[config.mk]
export PLATFORM = sky130hd
export DESIGN_NAME = source_over_pixel_blend_top
export DESIGN_NICKNAME = d
export VERILOG_FILES = /design/src/hdl/sob_pkg.sv /design/src/hdl/sob_prep.sv /design/src/hdl/sob_div_stage.sv /design/src/hdl/source_over_pixel_blend_top.sv
export SDC_FILE = /design/constraint.sdc
export NUM_CORES = 2
export LEC_CHECK = 0
export ABC_AREA = 1
export BUFFER_PORTS_ARGS = -buffer_cell sky130_fd_sc_hd__buf_2
export CAP_MARGIN = 15
export CORE_MARGIN = 1
export CORE_UTILIZATION = 65
export DETAILED_ROUTE_END_ITERATION = 10
export PLACE_DENSITY_LB_ADDON = 0.25
export SYNTH_ARGS = -nofsm -noshare
export SYNTH_HDL_FRONTEND = slang
export SYNTH_HIERARCHICAL = 1
export SYNTH_SLANG_ARGS = --single-unit
[constraint.sdc]
create_clock -name clk -period 37.5 [get_ports clk]
set_input_delay 5.625 -clock clk [delete_from_list [all_inputs] [get_ports clk]]
set_output_delay 5.625 -clock clk [all_outputs]
set_load 0.005 [all_outputs]
[src/hdl/sob_pkg.sv]
// ----------------------------------------------------------------------------
// sob_pkg
// Types and constants shared by the source-over blend pipeline.
// ----------------------------------------------------------------------------
`default_nettype none

package sob_pkg;

  // Configuration register map
  localparam int unsigned CFG_IDX_W = 1;
  localparam int unsigned CFG_DAT_W = 13;

  typedef enum logic [CFG_IDX_W-1:0] {
    REG_SURFACE_WIDTH  = 1'b0,
    REG_SURFACE_HEIGHT = 1'b1
  } sob_reg_t;

  localparam logic [CFG_DAT_W-1:0] SURF_W_RESET = 13'd640;
  localparam logic [CFG_DAT_W-1:0] SURF_H_RESET = 13'd480;

  // Arithmetic widths
  localparam int unsigned NUM_W  = 24;  // weighted channel sum plus rounding
  localparam int unsigned COMB_W = 16;  // combined alpha, at most 255*255
  localparam int unsigned LANES  = 3;   // R, G, B

  localparam logic [7:0] ALPHA_OPAQUE = 8'hFF;
  localparam logic [7:0] ALPHA_CLEAR  = 8'h00;

  // Per-pixel sideband that rides alongside the arithmetic
  typedef struct packed {
    logic        we;      // pixel will be stored
    logic        opaque;  // source replaces destination
    logic [31:0] src;     // source pixel for the opaque case
    logic [7:0]  alpha;   // output alpha of the blend case
    logic [11:0] x;
    logic [11:0] y;
  } sob_side_t;

  // Divider state for the three colour lanes
  typedef struct packed {
    logic [LANES-1:0][NUM_W-1:0] rem;
    logic [LANES-1:0][7:0]       quo;
    logic [COMB_W-1:0]           comb;
  } sob_div_t;

endpackage

`default_nettype wire

[src/hdl/sob_prep.sv]
// ----------------------------------------------------------------------------
// sob_prep
// First two pipeline stages: bounds check, alpha products, combined alpha,
// channel numerators and rounded output alpha.
// ----------------------------------------------------------------------------
`default_nettype none

module sob_prep
  import sob_pkg::*;
#(
  parameter int unsigned MAX_DIMENSION = 4096
) (
  input  wire logic                 clk,
  input  wire logic                 rst_n,
  input  wire logic                 en,
  input  wire logic                 valid_in,
  input  wire logic [31:0]          src_pixel,
  input  wire logic [31:0]          dst_pixel,
  input  wire logic [11:0]          pos_x,
  input  wire logic [11:0]          pos_y,
  input  wire logic [CFG_DAT_W-1:0] surface_width,
  input  wire logic [CFG_DAT_W-1:0] surface_height,
  output logic                      valid_out,
  output sob_side_t                 side_out,
  output sob_div_t                  div_out
);

  // Stage 1 registers
  logic                          s1_valid_r;
  sob_side_t                     s1_side_r,  s1_side_nxt;
  logic [LANES-1:0][15:0]        s1_csa_r,   s1_csa_nxt;
  logic [LANES-1:0][15:0]        s1_cdd_r,   s1_cdd_nxt;
  logic [7:0]                    s1_inv_r,   s1_inv_nxt;
  logic [COMB_W-1:0]             s1_comb_r,  s1_comb_nxt;

  // Stage 2 registers
  logic                          s2_valid_r;
  sob_side_t                     s2_side_r,  s2_side_nxt;
  sob_div_t                      s2_div_r,   s2_div_nxt;

  // Stage 1: bounds check and the 8x8 products
  always_comb begin
    logic [7:0]  sa;
    logic [7:0]  da;
    logic [15:0] sa_ext;
    logic        x_ok;
    logic        y_ok;
    sa     = src_pixel[31:24];
    da     = dst_pixel[31:24];
    sa_ext = {8'd0, sa};
    x_ok   = ({1'b0, pos_x} < surface_width) && ({20'd0, pos_x} < 32'(MAX_DIMENSION));
    y_ok   = ({1'b0, pos_y} < surface_height) && ({20'd0, pos_y} < 32'(MAX_DIMENSION));

    s1_side_nxt.we     = (sa != ALPHA_CLEAR) && x_ok && y_ok;
    s1_side_nxt.opaque = (sa == ALPHA_OPAQUE);
    s1_side_nxt.src    = src_pixel;
    s1_side_nxt.alpha  = ALPHA_CLEAR;
    s1_side_nxt.x      = pos_x;
    s1_side_nxt.y      = pos_y;

    s1_inv_nxt  = ALPHA_OPAQUE - sa;
    // sa*255 as a shift and subtract, plus da*(255-sa)
    s1_comb_nxt = ((sa_ext << 8) - sa_ext) + (da * s1_inv_nxt);

    for (int l = 0; l < LANES; l++) begin
      s1_csa_nxt[l] = src_pixel[8*l +: 8] * sa;
      s1_cdd_nxt[l] = dst_pixel[8*l +: 8] * da;
    end
  end

  // Stage 2: channel numerators and rounded alpha
  always_comb begin
    logic [16:0] a_sum;
    logic [8:0]  a_q0;
    logic [9:0]  a_rem;
    logic [8:0]  a_q;
    logic [NUM_W-1:0] csa_w;
    logic [NUM_W-1:0] cdd_w;
    logic [NUM_W-1:0] inv_w;
    a_sum = {1'b0, s1_comb_r} + 17'd127;
    // divide by 255: x/256 guess, remainder stays below 510
    a_q0  = a_sum[16:8];
    a_rem = {2'b00, a_sum[7:0]} + {1'b0, a_q0};
    a_q   = a_q0 + {8'd0, (a_rem >= 10'd255)};

    s2_side_nxt       = s1_side_r;
    s2_side_nxt.alpha = a_q[7:0];

    s2_div_nxt.comb = s1_comb_r;
    inv_w = {16'd0, s1_inv_r};
    for (int l = 0; l < LANES; l++) begin
      csa_w = {8'd0, s1_csa_r[l]};
      cdd_w = {8'd0, s1_cdd_r[l]};
      s2_div_nxt.rem[l] = ((csa_w << 8) - csa_w)
                        + (cdd_w * inv_w)
                        + NUM_W'(s1_comb_r >> 1);
      s2_div_nxt.quo[l] = 8'd0;
    end
  end

  // Advance valid bits
  always_ff @(posedge clk) begin
    if (!rst_n) begin
      s1_valid_r <= 1'b0;
      s2_valid_r <= 1'b0;
    end else if (en) begin
      s1_valid_r <= valid_in;
      s2_valid_r <= s1_valid_r;
    end
  end

  // Advance payload
  always_ff @(posedge clk) begin
    if (en) begin
      s1_side_r <= s1_side_nxt;
      s1_csa_r  <= s1_csa_nxt;
      s1_cdd_r  <= s1_cdd_nxt;
      s1_inv_r  <= s1_inv_nxt;
      s1_comb_r <= s1_comb_nxt;
      s2_side_r <= s2_side_nxt;
      s2_div_r  <= s2_div_nxt;
    end
  end

  assign valid_out = s2_valid_r;
  assign side_out  = s2_side_r;
  assign div_out   = s2_div_r;

endmodule

`default_nettype wire

[src/hdl/sob_div_stage.sv]
// ----------------------------------------------------------------------------
// sob_div_stage
// One registered divider stage: two restoring quotient bits per colour lane.
// ----------------------------------------------------------------------------
`default_nettype none

module sob_div_stage
  import sob_pkg::*;
#(
  parameter int unsigned HI_BIT = 7
) (
  input  wire logic clk,
  input  wire logic rst_n,
  input  wire logic en,
  input  wire logic valid_in,
  input  sob_side_t side_in,
  input  sob_div_t  div_in,
  output logic      valid_out,
  output sob_side_t side_out,
  output sob_div_t  div_out
);

  logic      valid_r;
  sob_side_t side_r;
  sob_div_t  div_r, div_nxt;

  // Resolve quotient bits HI_BIT and HI_BIT-1
  always_comb begin
    logic [NUM_W-1:0] r;
    logic [NUM_W-1:0] d_hi;
    logic [NUM_W-1:0] d_lo;
    logic [7:0]       q;
    d_hi    = {{(NUM_W-COMB_W){1'b0}}, div_in.comb} << HI_BIT;
    d_lo    = {{(NUM_W-COMB_W){1'b0}}, div_in.comb} << (HI_BIT - 1);
    div_nxt = div_in;
    for (int l = 0; l < LANES; l++) begin
      r = div_in.rem[l];
      q = div_in.quo[l];
      if (r >= d_hi) begin
        r         = r - d_hi;
        q[HI_BIT] = 1'b1;
      end
      if (r >= d_lo) begin
        r             = r - d_lo;
        q[HI_BIT - 1] = 1'b1;
      end
      div_nxt.rem[l] = r;
      div_nxt.quo[l] = q;
    end
  end

  // Advance valid bit
  always_ff @(posedge clk) begin
    if (!rst_n) begin
      valid_r <= 1'b0;
    end else if (en) begin
      valid_r <= valid_in;
    end
  end

  // Advance payload
  always_ff @(posedge clk) begin
    if (en) begin
      side_r <= side_in;
      div_r  <= div_nxt;
    end
  end

  assign valid_out = valid_r;
  assign side_out  = side_r;
  assign div_out   = div_r;

endmodule

`default_nettype wire

[src/hdl/source_over_pixel_blend_top.sv]
// Throughput: one pixel per clock; the 8-bit channel divide is split over
// four registered stages of two quotient bits each, so every stage takes a
// new pixel as it hands the last one on. An output stall freezes the whole
// pipeline.
// Reset: clears all valid bits; surface size returns to 640 x 480.
// ----------------------------------------------------------------------------
// source_over_pixel_blend_top
// Straight-alpha ARGB8888 source-over compositing pipeline with surface
// bounds check and a configuration write port.
// ----------------------------------------------------------------------------
`default_nettype none

module source_over_pixel_blend_top
  import sob_pkg::*;
#(
  parameter int unsigned MAX_DIMENSION = 4096
) (
  input  wire logic                 clk,
  input  wire logic                 rst_n,
  // configuration writes
  input  wire logic                 cfg_valid,
  output logic                      cfg_ready,
  input  wire logic [CFG_IDX_W-1:0] cfg_index,
  input  wire logic [CFG_DAT_W-1:0] cfg_data,
  // input pixels
  input  wire logic                 in_valid,
  output logic                      in_stall,
  input  wire logic [31:0]          in_src_pixel,
  input  wire logic [31:0]          in_dst_pixel,
  input  wire logic [11:0]          in_pos_x,
  input  wire logic [11:0]          in_pos_y,
  // results
  output logic                      out_valid,
  input  wire logic                 out_stall,
  output logic [31:0]               out_pixel,
  output logic [11:0]               out_write_x,
  output logic [11:0]               out_write_y,
  output logic                      out_write_enable
);

  localparam int unsigned DIV_STAGES = 4;

  logic [CFG_DAT_W-1:0] surf_w_r;
  logic [CFG_DAT_W-1:0] surf_h_r;
  logic                 en;

  logic      stg_valid [0:DIV_STAGES];
  sob_side_t stg_side  [0:DIV_STAGES];
  sob_div_t  stg_div   [0:DIV_STAGES];

  logic        out_valid_r;
  logic [31:0] out_pixel_r,  out_pixel_nxt;
  logic [11:0] out_x_r;
  logic [11:0] out_y_r;
  logic        out_we_r;

  // Configuration registers, always ready
  assign cfg_ready = 1'b1;

  always_ff @(posedge clk) begin
    if (!rst_n) begin
      surf_w_r <= SURF_W_RESET;
      surf_h_r <= SURF_H_RESET;
    end else if (cfg_valid) begin
      unique case (sob_reg_t'(cfg_index))
        REG_SURFACE_WIDTH:  surf_w_r <= cfg_data;
        REG_SURFACE_HEIGHT: surf_h_r <= cfg_data;
        default: ;
      endcase
    end
  end

  // Hold every stage while a finished beat waits at the output
  assign en       = !(out_valid_r && out_stall);
  assign in_stall = !en;

  sob_prep #(
    .MAX_DIMENSION(MAX_DIMENSION)
  ) u_prep (
    .clk           (clk),
    .rst_n         (rst_n),
    .en            (en),
    .valid_in      (in_valid),
    .src_pixel     (in_src_pixel),
    .dst_pixel     (in_dst_pixel),
    .pos_x         (in_pos_x),
    .pos_y         (in_pos_y),
    .surface_width (surf_w_r),
    .surface_height(surf_h_r),
    .valid_out     (stg_valid[0]),
    .side_out      (stg_side[0]),
    .div_out       (stg_div[0])
  );

  // Divider chain, most significant quotient bits first
  for (genvar g = 0; g < DIV_STAGES; g++) begin : g_div
    sob_div_stage #(
      .HI_BIT(7 - 2 * g)
    ) u_div (
      .clk      (clk),
      .rst_n    (rst_n),
      .en       (en),
      .valid_in (stg_valid[g]),
      .side_in  (stg_side[g]),
      .div_in   (stg_div[g]),
      .valid_out(stg_valid[g+1]),
      .side_out (stg_side[g+1]),
      .div_out  (stg_div[g+1])
    );
  end

  // Select the stored colour
  always_comb begin
    sob_side_t s;
    s = stg_side[DIV_STAGES];
    if (!s.we) begin
      out_pixel_nxt = 32'd0;
    end else if (s.opaque) begin
      out_pixel_nxt = s.src;
    end else begin
      out_pixel_nxt = {s.alpha, stg_div[DIV_STAGES].quo[2],
                       stg_div[DIV_STAGES].quo[1], stg_div[DIV_STAGES].quo[0]};
    end
  end

  // Output register
  always_ff @(posedge clk) begin
    if (!rst_n) begin
      out_valid_r <= 1'b0;
    end else if (en) begin
      out_valid_r <= stg_valid[DIV_STAGES];
    end
  end

  always_ff @(posedge clk) begin
    if (en) begin
      out_pixel_r <= out_pixel_nxt;
      out_x_r     <= stg_side[DIV_STAGES].x;
      out_y_r     <= stg_side[DIV_STAGES].y;
      out_we_r    <= stg_side[DIV_STAGES].we;
    end
  end

  assign out_valid        = out_valid_r;
  assign out_pixel        = out_pixel_r;
  assign out_write_x      = out_x_r;
  assign out_write_y      = out_y_r;
  assign out_write_enable = out_we_r;

  // A skipped pixel carries an all-zero colour
  a_skip_zero: assert property (@(posedge clk) disable iff (!rst_n)
    out_valid && !out_write_enable |-> out_pixel == 32'd0)
    else $error("skipped pixel with nonzero colour");

  // A stored pixel never has zero alpha
  a_store_alpha: assert property (@(posedge clk) disable iff (!rst_n)
    out_valid && out_write_enable |-> out_pixel[31:24] != ALPHA_CLEAR)
    else $error("stored pixel with zero alpha");

  // A frozen pipeline keeps its valid bits
  a_hold_valid: assert property (@(posedge clk) disable iff (!rst_n)
    !en |=> $stable(stg_valid[0]) && $stable(stg_valid[DIV_STAGES])
            && $stable(out_valid_r))
    else $error("pipeline valid bits moved during stall");

endmodule

`default_nettype wire

==> results by group <==
Worst setup path
  • CP bufs+invs: 3
  • Capturing point of the worst reg2reg path: g_div[2].u_div/div_out[59]
  • Startpoint types: primary input
  • Worst-path fanout max: 64
  • Largest delay contributor family on the critical path: simple AND/OR/NAND/NOR gates
  • Critical-path cell list: buf_2, nand2_4, inv_1, buf_2
  • FF-to-FF setup slack: 31.35 ns
  • R2R depth: 25
  • Most frequent cell on the critical path: buf_2
  • Slowest stage cell, crit path: nand2_4
  • Crit. End Element: primary output
  • Max incr delay on CP: 0.56 ns
  • WP data required: 31.87 ns
  • Critical path arrival: 6.62 ns
  • Type of the worst setup path: in2out
  • Launch instance of the worst register-to-register path: g_div[1].u_div/div_out[9]

Route
  • Wire length on met3: 14200 um
  • Avg Vias per Cell: 5.55
  • 1st-iter DRT viols: 5667
  • Met2 WL post-DR: 118000 um
  • DR top layer: met5
  • DRC viols: 0
  • Vias: 73100
  • Wire length on met1: 97800 um
  • Routed wire length: 247000 um
  • DR WL/cell: 18.7 um
  • Pre-antenna DRT Iters: 6
  • ANT nets after route: 0

Timing
  • Max Freq: 81.6 MHz
  • Setup_tns: 0 ns
  • Number of hold violations in the final report: 0
  • Slew margin rel.: 20.6%
  • RSZ-0062 raised after global routing: no
  • Tcrit/Tclk final: 32.7%
  • Worst slew pin tran: 1.19 ns
  • Clock skew: 0.0682 ns
  • # setup viols final: 0
  • Final Max Slew Viols: 0
  • Min Clock Period, post-route: 12.25 ns

Logic synthesis
  • Syn avg cell area: 8.49 um^2
  • Mapped Cells: 11100
  • YS warnings: 6
  • Post-Syn Area: 0.0943 mm^2

Layout
  • Share of cells above drive strength 1: 6.64%
  • Layout area overhead: 6.01%
  • Net count, final: 12800
  • Fill cell count: 11200

Die
  • Starting Density: 65.6%
  • DIE AREA: 0.147 mm^2
  • Ports: 167
  • Die width: 383 um
  • Core Area: 0.144 mm^2
  • Num rows: 139
  • Die H: 383 um

Clock tree
  • Clk slew on worst S/H paths: 0.07 ns
  • Clock Path Buffers: 3
  • TritonCTS clock tree: done
  • CTS H-tree depth: 3
  • Clk_lat worst skew: 0.79 ns
  • Hold buffers post-CTS: 0
  • Clk root buf: clkbuf_16
  • PostCTS Resize Cnt: 0
  • TritonCTS Buffers: 108
  • Post-CTS Setup Bufs: 0
  • Sink Count: 1046

Placement
  • HPWL after DPL: 195000 um
  • Gpl congestion: 0.997
  • PortBufs: 165

GRT
  • Total grt overflow: 0
  • GRT Overall Usage: 33.7%
  • Initial antenna violation count: 7
  • First-pass GRT wire length: 386000 um
  • Vias in the first global route: 73000
  • Largest net degree at the start of global routing: 216

Run
  • Max Cap Viol: 0

Hold path
  • Hold path depth: 0
  • HP Start: g_div[0].u_div/side_out[25]
  • Worst hold endpoint: g_div[1].u_div/side_out[25]
  • Min-delay worst type: reg2reg

Status
  • Status: finished, final reports clean
[worst reg2reg max path, delay by kind of cell, from the launching register on]
| family | cells | cell delay [ns] |
|---|---|---|
| DFF | 1 | 0.42 |
| AOI/OAI and AO/OA | 4 | 1.30 |
| and+or+nand+nor | 13 | 1.87 |
| buffers and inverters | 6 | 1.49 |
| adders and majority gates | 2 | 0.81 |
[sequential cells by signal (all words and copies together), names as in the netlist]
register / flops
g_div.u_div/div_out: 360
u_prep/s1_valid_r: 1
u_prep/side_out: 66
out_write_enable: 1
u_prep/s1_comb_r: 16
u_prep/s1_inv_r: 8
u_prep/div_out: 88
g_div.u_div/valid_out: 4
out_pixel: 32
g_div.u_div/side_out: 264
u_prep/valid_out: 1
u_prep/s1_csa_r: 48
u_prep/s1_side_r: 58
out_write_y: 12
surf_h_r: 13
u_prep/s1_cdd_r: 48
out_valid: 1
surf_w_r: 13
out_write_x: 12
[layer usage]
metal | up-vias | global-route usage [%]
met1 | 34600 | 41.6
met5 | - | 0
li1 | 35300 | -
met3 | 552 | 3.50
met4 | 2 | 20.6
met2 | 2593 | 57.3
[how the worst max path moves through the flow]
stage | startpoint | depth (start not counted) | slack, ns | to
after floorplan | out_stall | 2 | 4.61 | in_stall
after global placement | out_stall | 4 | 25.27 | in_stall
after detailed placement | out_stall | 4 | 25.22 | in_stall
after CTS | out_stall | 4 | 25.21 | in_stall
after global routing | out_stall | 4 | 25.17 | in_stall
final | out_stall | 4 | 25.25 | in_stall
[placed cells by master (no fill, tap or decap), drive strengths merged, types with 6 or more instances in the layout]
cell type  count
nand2       3056
inv         2144
edfxtp      1013
ha           870
nor2         711
fa           673
a21oi        542
o21ai        491
nand3        442
xor2         217
buf          203
xnor2        198
clkbuf       129
nand4        109
or2           53
nor3          52
clkinv        43
a21o          36
o21bai        33
dfxtp         33
a31oi         29
conb          26
nand3b        24
o21a          20
nor4          16
bufinv        11
o2111ai       11
clkinvlp       9
and3           9
a21boi         8
and2           8
o211ai         7
diode          6
a211oi         6
[stage by stage]
| stage | std cells | setup WS [ns] | hold WS (ns) | utilization (%) | area, um^2 |
|---|---|---|---|---|---|
| 2_1_floorplan | 11100 | 4.61 | 0.400 | - | 94400 |
| 3_3_place_gp | 12900 | 25.27 | 0.400 | 67.0 | 96300 |
| 3_5_place_dp | 12900 | 25.22 | 0.405 | 67.0 | 96300 |
| 4_1_cts | 13200 | 25.21 | 0.372 | 69.5 | 100000 |
| 5_1_grt | 13200 | 25.17 | 0.374 | 69.5 | 100000 |
| 6_report | 13200 | 25.25 | 0.376 | 69.5 | 100000 |
[layout make-up]
| cell class | count | area (um^2) | share of cell area (%) |
|---|---|---|---|
| tap | 1903 | 2380 | 2.38 |
| sequential | 1046 | 31100 | 31.1 |
| clock inverter | 73 | 876 | 0.876 |
| timing repair buffer | 203 | 1140 | 1.14 |
| clock buffer | 129 | 2800 | 2.80 |
| multi-input combinational | 7663 | 53700 | 53.7 |
| inverter | 2134 | 8020 | 8.02 |
| antenna | 6 | 15.0 | 0.0150 |
Power is left out: the tool's default activity adds up to more than one toggle a clock period on the data nets, which glitch-free logic cannot reach.
